## config.mk

```make
export PLATFORM = sky130hd
export DESIGN_NAME = pfrs_stream
export DESIGN_NICKNAME = d
export VERILOG_FILES = /design/src/hw/rtl/pfrs_pkg.sv /design/src/hw/rtl/pfrs_stream.sv
export SDC_FILE = /design/constraint.sdc
export NUM_CORES = 1
export LEC_CHECK = 0
export ABC_AREA = 1
export BUFFER_PORTS_ARGS = -buffer_cell sky130_fd_sc_hd__buf_2
export CAP_MARGIN = 20
export CORE_AREA = 2 2 53 55
export DETAILED_ROUTE_END_ITERATION = 7
export DIE_AREA = 0 0 55 57
export PLACE_DENSITY_LB_ADDON = 0.15
export SYNTH_ARGS = -nofsm -noshare
export SYNTH_HDL_FRONTEND = slang
export SYNTH_SLANG_ARGS = --single-unit
```

## constraint.sdc

```tcl
create_clock -name clk -period 3.1 [get_ports clk]
set_input_delay 0.465 -clock clk [delete_from_list [all_inputs] [get_ports clk]]
set_output_delay 0.465 -clock clk [all_outputs]
set_load 0.1 [all_outputs]
```

## src/hw/rtl/pfrs_pkg.sv

```systemverilog
// ----------------------------------------------------------------------------
// pfrs_pkg
// Shared types and constants for the page framebuffer refresh stream.
// ----------------------------------------------------------------------------
package pfrs_pkg;

  localparam int COLUMNS    = 128;
  localparam int PAGES      = 8;
  localparam int STORE_SIZE = PAGES * COLUMNS;
  localparam int PAGE_BYTES = COLUMNS + 7;
  localparam int ADDR_W     = $clog2(STORE_SIZE);
  localparam int PAGE_W     = (PAGES > 1) ? $clog2(PAGES) : 1;
  localparam int POS_W      = $clog2(PAGE_BYTES);

  localparam logic [7:0] CTRL_CMD      = 8'h00;
  localparam logic [7:0] CTRL_DATA     = 8'h40;
  localparam logic [7:0] CMD_PAGE      = 8'hB0;
  localparam logic [7:0] CMD_COL_HI    = 8'h10;
  localparam logic [3:0] NIBBLE        = 4'hF;
  localparam logic [7:0] COL_OFFSET_RST = 8'd2;

  typedef enum logic [1:0] {
    KIND_DRAW    = 2'd0,
    KIND_CLEAR   = 2'd1,
    KIND_REFRESH = 2'd2,
    KIND_PULL    = 2'd3
  } kind_t;

  typedef struct packed {
    kind_t      kind;
    logic [7:0] x_coord;
    logic [7:0] y_coord;
    logic       pixel_on;
  } req_t;

  typedef struct packed {
    logic       byte_valid;
    logic [7:0] out_byte;
    logic       transfer_start;
    logic       transfer_end;
    logic       frame_end;
  } rsp_t;

  // Byte the stream offers for the current position.
  typedef struct packed {
    logic              valid;
    logic              use_store;
    logic [7:0]        data;
    logic              tstart;
    logic              tend;
    logic              fend;
    logic [ADDR_W-1:0] addr;
  } stream_tap_t;

endpackage

```

## src/hw/rtl/pfrs_stream.sv

```systemverilog
// ----------------------------------------------------------------------------
// pfrs_stream
// Refresh stream position counters and the byte offered at each position.
// ----------------------------------------------------------------------------
module pfrs_stream (
  input  logic                 clk,
  input  logic                 rst,
  input  logic                 restart,
  input  logic                 pull,
  input  logic [7:0]           column_offset,
  output pfrs_pkg::stream_tap_t tap
);
  import pfrs_pkg::*;

  logic              active;
  logic [PAGE_W-1:0] page_index;
  logic [POS_W-1:0]  byte_position;
  logic              last_pos;
  logic              last_page;

  assign last_pos  = (byte_position == POS_W'(PAGE_BYTES - 1));
  assign last_page = (page_index == PAGE_W'(PAGES - 1));

  always_comb begin
    tap           = '0;
    tap.valid     = active;
    tap.addr      = ADDR_W'(32'(page_index) * COLUMNS + 32'(byte_position) - 7);
    if (byte_position < POS_W'(6)) begin
      if (!byte_position[0]) begin
        tap.data   = CTRL_CMD;
        tap.tstart = 1'b1;
      end else begin
        tap.tend = 1'b1;
        if (byte_position == POS_W'(1)) begin
          tap.data = 8'(32'(CMD_PAGE) + 32'(page_index));
        end else if (byte_position == POS_W'(3)) begin
          tap.data = {4'h0, column_offset[3:0] & NIBBLE};
        end else begin
          tap.data = CMD_COL_HI | {4'h0, column_offset[7:4] & NIBBLE};
        end
      end
    end else if (byte_position == POS_W'(6)) begin
      tap.data   = CTRL_DATA;
      tap.tstart = 1'b1;
    end else begin
      tap.use_store = 1'b1;
      tap.tend      = last_pos;
    end
    tap.fend = last_pos && last_page;
    if (!active) begin
      tap = '0;
    end
  end

  always_ff @(posedge clk) begin
    if (rst) begin
      active        <= 1'b0;
      page_index    <= '0;
      byte_position <= '0;
    end else if (restart) begin
      active        <= 1'b1;
      page_index    <= '0;
      byte_position <= '0;
    end else if (pull && active) begin
      if (last_pos) begin
        byte_position <= '0;
        if (last_page) begin
          page_index <= '0;
          active     <= 1'b0;
        end else begin
          page_index <= page_index + 1'b1;
        end
      end else begin
        byte_position <= byte_position + 1'b1;
      end
    end
  end

endmodule

```

==> results of run 1 <==
-- area by class of cell --
cell class	count	share of cell area
tap	31	0.02407
clock buffer	4	0.02252
multi-input combinational	176	0.6095
inverter	38	0.08929
sequential	12	0.1491
timing repair buffer	34	0.1056
-- power by group --
part	internal [mW]	switching, mW	leakage, nW	total, mW
Combinational	0.0213	0.0990	0.813	0.120
Clock	0.0714	0.0550	0.0210	0.126
Sequential	0.155	0.00576	0.0970	0.161
Total	0.248	0.160	0.931	0.408
-- cell families (layout without fill, tap and decap cells) --
family,after synthesis,after routing,synth area share
AND/OR/NAND/NOR,139,139,0.4574
buffers and inverters,42,76,0.1241
adder cells (fa/ha/maj),18,18,0.1630
AO/OA/AOI/OAI,15,15,0.05616
flip-flops,12,12,0.1739
XOR/XNOR,4,4,0.02536
-- per-stage QoR --
stage	instances	hold slack, ps
after floorplan	230	490.0
after global placement	291	520.9
after detailed placement	291	531.1
after CTS	295	340.7
after global routing	295	348.9
final	295	346.3
-- routing by layer --
layer,GRT usage,up-vias,share of wire
li1,-,777,-
met1,0.2984,581,0.52
met2,0.3282,28,0.44
met3,0.007853,4,0.037
met4,0.08362,0,0.011
met5,0,-,0
-- flip-flops by register name, indices dropped and copies added, names as in the netlist --
signal         cells
byte_position      8
page_index         3
active             1
-- cells in the final DEF (no fill, tap or decap) --
| master | count |
|---|---|
| clkbuf_8 | 1 |
| nor2_4 | 3 |
| nand2_2 | 5 |
| nor3_1 | 1 |
| buf_2 | 34 |
| nor3_4 | 1 |
| nand4_1 | 3 |
| nor2_2 | 4 |
| inv_2 | 2 |
| inv_1 | 35 |
| clkinv_2 | 1 |
| nand2_4 | 2 |
| xor2_1 | 4 |
| nor3_2 | 1 |
| o21ai_1 | 2 |
| nand3b_1 | 2 |
| clkbuf_4 | 3 |
| nor3b_1 | 1 |
| nand2_1 | 55 |
| ha_1 | 18 |
| o21ai_0 | 3 |
| dfxtp_1 | 12 |
| nand3_1 | 19 |
| o21bai_1 | 1 |
| nor2_1 | 42 |
| a21oi_1 | 9 |
-- worst paths after layout --
check                   startpoint          endpoint  slack (ps)  cells after the start
setup reg to reg  byte_position[0]  byte_position[5]        1570                      7
setup / recovery  byte_position[7]            tap[9]         330                     13
hold reg to reg   byte_position[1]  byte_position[1]         540                      2
hold / removal                 rst            active         350                      2
-- critical path, stage by stage (launching register included) --
cell     delay [ps]
dfxtp_1         370
inv_1            90
ha_1            270
inv_1            40
ha_1            330
nand2_1          70
inv_1            70
nand2_1          50
nor2_1           80
nor2_1           50
nand2_1          50
nand2_1          50
nor2_2           90
buf_2           420
==> metrics.csv, run 1 <==
metric,value,unit
H-tree depth,1,
main area contributors after synthesis,"dfxtp_1 (17%), ha_1 (16%), nand2_1 (15%)",
clk_skew,4.415,ps
# DRC,0,
Setup TNS,0,ps
most frequent cells after synthesis,"nand2_1 (55), nor2_1 (45), inv_1 (35)",
area taken by flip-flops and latches,240.2,sq um
Setup crit end kind,primary output,
first-pass detailed-route iteration total,6,
Post-DP Area,1575,sq um
Final Hold Viols,0,
status,finished clean,
die height,57,microns
total grt overflow,0,
area grow syn2layout,16.67,%
clock sinks,12,
"count leader, synth",nand2_1,
Max Slew Vio Count,0,
VDD IR max,0.0002669,V
Yosys top cell area share,0.1739,
Site Rows,19,
final setup violation count,0,
worst hold-check path type,in2reg,
setup bufs post-CTS,0,
largest net degree at the start of global routing,19,
Yosys warnings,0,
Main synth FF type,dfxtp_1,
DP HPWL,2401,microns
Clock Latency Late Sink,280,ps
clk buf depth,2,
CTS resizes,0,
TritonCTS Buffers,3,
Final Util,0.6163,
die width,55,microns
sequential area share after synthesis,0.1739,
vias in the first global route,1201,
DRT iter0 DRCs,19,
RSZ-0062 raised after global routing,no,
asr flop ratio synth,0,
Mapped Avg Cell Area,6.006,sq um
Placement Setup Slack,634.2,ps
Yosys cell types,24,
#FFs+latches synth,12,
Routability Congestion,0.8056,
Mapped Area,1381,sq um
WP data arrival,2300,ps
Layout Nets,295,
Ports,35,
vias per cell,4.712,
crit-path max FO,5,
first-pass GRT wire length,5016,microns
hold buffer count at cts,0,
Achievable Freq,361.3,MHz
core area,2615,sq um
via count,1390,
Pwr Density,253.1,nW/um^2
design area,1612,sq um
post-route ant nets,0,
slack of the critical path,331.9,ps
per-cell routed wire length,9.898,microns
WL final,2920,microns
CTS root buffer,clkbuf_4,
Worst-Margin Slew,683.6,ps
Synth area leader,dfxtp_1,
Critical Path RT,2630,ps
"Power, Total",407.9,uW
starting density of the core,0.5282,
filler instances,281,
GRT Total Usage,0.2093,
"EDFF count, synth",0,
die footprint,3135,sq um
cells after synthesis,230,
synthesized net count,260,
clock period minus worst slack,2768,ps
critical path class,reg2out,
CP Launch Type,flip-flop,
clk slew on worst S/H paths,80,ps
crit share post-route,0.8929,
maxcap violations,0,
Leakage Power,0.9309,nW
initial antenna violation count,0,
CTS tree,built,
PortBufs,34,
Antenna Diode Count,0,
share of cells above drive strength 1,0.2159,
area of the multi-input gates,982.2,sq um
Slew Limit Headroom,0.5436,
Note: power is estimated with default switching activity, not from simulation.
==> inputs of run 2 (changes only) <==
Settings changed: RECOVER_POWER set to 50.
Clock period 3.1 ns to 3.55 ns, I/O delays scaled along.
==> run 2 against run 1 <==
Net effect: combinational power decreased by 14%; global-route usage increased by 0.57 points; first-iteration DRC count grew 42%; largest power group unchanged; wire length increased by 0.89%; final cell count unchanged.
==> metrics.csv, run 2 (synthesis results as in run 1) <==
metric,value,unit,change
Ports,35,,unchanged
clk_skew,11.26,ps,+6.840 ps
Max Slew Vio Count,0,,unchanged
Leakage Power,0.9057,nW,-2.7%
CP top delay family,buffers and inverters,,
PortBufs,34,,unchanged
CP Launch Type,flip-flop,,
area grow syn2layout,14.58,%,
die width,55,microns,unchanged
Clock Latency Late Sink,280,ps,about the same
"Power, Total",355.4,uW,-13%
worst hold-check path type,in2reg,,
Worst-Margin Slew,1162,ps,+478.0 ps
core area,2615,sq um,unchanged
DRT iter0 DRCs,27,,+8
crit-path max cell delay,870,ps,+450 ps
DP HPWL,2410,microns,+0.37%
Pwr Density,224.5,nW/um^2,-11%
Setup crit end kind,primary output,,
hold buffer count at cts,0,,unchanged
total grt overflow,0,,unchanged
slack of the critical path,643.7,ps,+311.8 ps
WL final,2946,microns,+0.89%
Final Hold Viols,0,,unchanged
Site Rows,19,,unchanged
clock period minus worst slack,2906,ps,
WP data arrival,2370,ps,+70 ps
clock sinks,12,,unchanged
critical path class,reg2out,,
CTS root buffer,clkbuf_4,,
Slew Limit Headroom,0.2289,,-0.3147
vias in the first global route,1189,,-1.0%
via count,1432,,+3.0%
WP buf/inv,1,,-3
"most used cell, CP",ha_1,,
clk buf depth,2,,unchanged
die height,57,microns,unchanged
"slowest stage cell, crit path",clkbuf_1,,
first-pass GRT wire length,5181,microns,+3.3%
maxcap violations,0,,unchanged
highest-count cells in the layout ignoring fill and taps,"nand2_1 (56), nor2_1 (46), inv_1 (35)",,
initial antenna violation count,0,,unchanged
final setup violation count,0,,unchanged
status,finished clean,,
Largest Register,byte_position,,
sequence of cells on the critical path,ha_1 -> ha_1 -> o21ai_0 -> a21oi_1 -> clkbuf_1,,
GRT Total Usage,0.2150,,+0.005726
VDD IR max,0.0002044,V,-23%
starting density of the core,0.5282,,unchanged
Largest regs,"byte_position (8), page_index (3), active (1)",,
CTS tree,built,,
H-tree depth,1,,unchanged
Routability Congestion,0.8022,,-0.42%
post-route ant nets,0,,unchanged
Antenna Diode Count,0,,unchanged
Setup TNS,0,ps,unchanged
CTS resizes,0,,unchanged
share of cells above drive strength 1,0.1780,,-0.03788
crit share post-route,0.8187,,
vias per cell,4.854,,+3.0%
first-pass detailed-route iteration total,4,,-2
RSZ-0062 raised after global routing,no,,
clk slew on worst S/H paths,90,ps,about the same
TritonCTS Buffers,3,,unchanged
Placement Setup Slack,1010,ps,+375.7 ps
crit-path max FO,5,,unchanged
Critical Path RT,3020,ps,+390 ps
Achievable Freq,344.1,MHz,
number of flip-flops in the largest register,8,,unchanged
per-cell routed wire length,9.986,microns,+0.89%
largest net degree at the start of global routing,19,,unchanged
die footprint,3135,sq um,unchanged
# DRC,0,,unchanged
"commonest non-fill, non-tap cell in the layout",nand2_1,,
Layout Nets,295,,unchanged
setup bufs post-CTS,0,,unchanged
## run 2: changes by cell type in the layout (fill, tap and decap cells not counted), sizes merged
cell / change
buf: -5
clkbuf: +5
## run 2: worst reg2reg max path, stage by stage (launching register included)
cell and delay, ps:
dfxtp_1 730, nand2_1 350, inv_1 210, nand2_4 80, nand2_1 160, nor2_1 70
## run 2: path summary, 6_finish.rpt
| kind | start | end | slack (ps) | depth (start not counted) |
|---|---|---|---|---|
| max reg2reg | active | byte_position[5] | 1830 | 5 |
| max | byte_position[1] | tap[3] | 640 | 5 |
| min | rst | active | 410 | 2 |
| min reg2reg | byte_position[1] | byte_position[1] | 540 | 2 |
## run 2: where the power goes
part	leakage (nW)	internal [mW]	total (mW)	switching (mW)
sequential	0.0970	0.136	0.140	0.00465
combinational	0.788	0.0173	0.103	0.0858
clock	0.0210	0.0623	0.112	0.0497
total	0.906	0.215	0.355	0.140
## run 2: stage by stage
step	std cells	utilization	hold WS, ps	cell area, sq um
finish	295	0.6053	409.6	1583
global route	295	0.6053	415.8	1583
floorplan	230	-	490.0	1386
CTS	295	0.6134	415.0	1604
global placement	291	0.5995	521.7	1568
detailed placement	291	0.5995	530.3	1568
## run 2: layout make-up
class | count | area, sq um
Inverter | 38 | 143.9
Multi-Input combinational cell | 176 | 959.7
Sequential cell | 12 | 240.2
Timing Repair Buffer | 34 | 163.9
Fill cell | 270 | 1032
Clock buffer | 4 | 36.28
Tap cell | 31 | 38.79
## run 2: metal layers
| metal | GRT usage | part of all wire | up-vias |
|---|---|---|---|
| met5 | 0 | 0 | - |
| met2 | 0.3299 | 0.45 | 32 |
| met4 | 0.06272 | 0 | 0 |
| li1 | - | - | 779 |
| met3 | 0.01571 | 0.035 | 0 |
| met1 | 0.3197 | 0.51 | 621 |
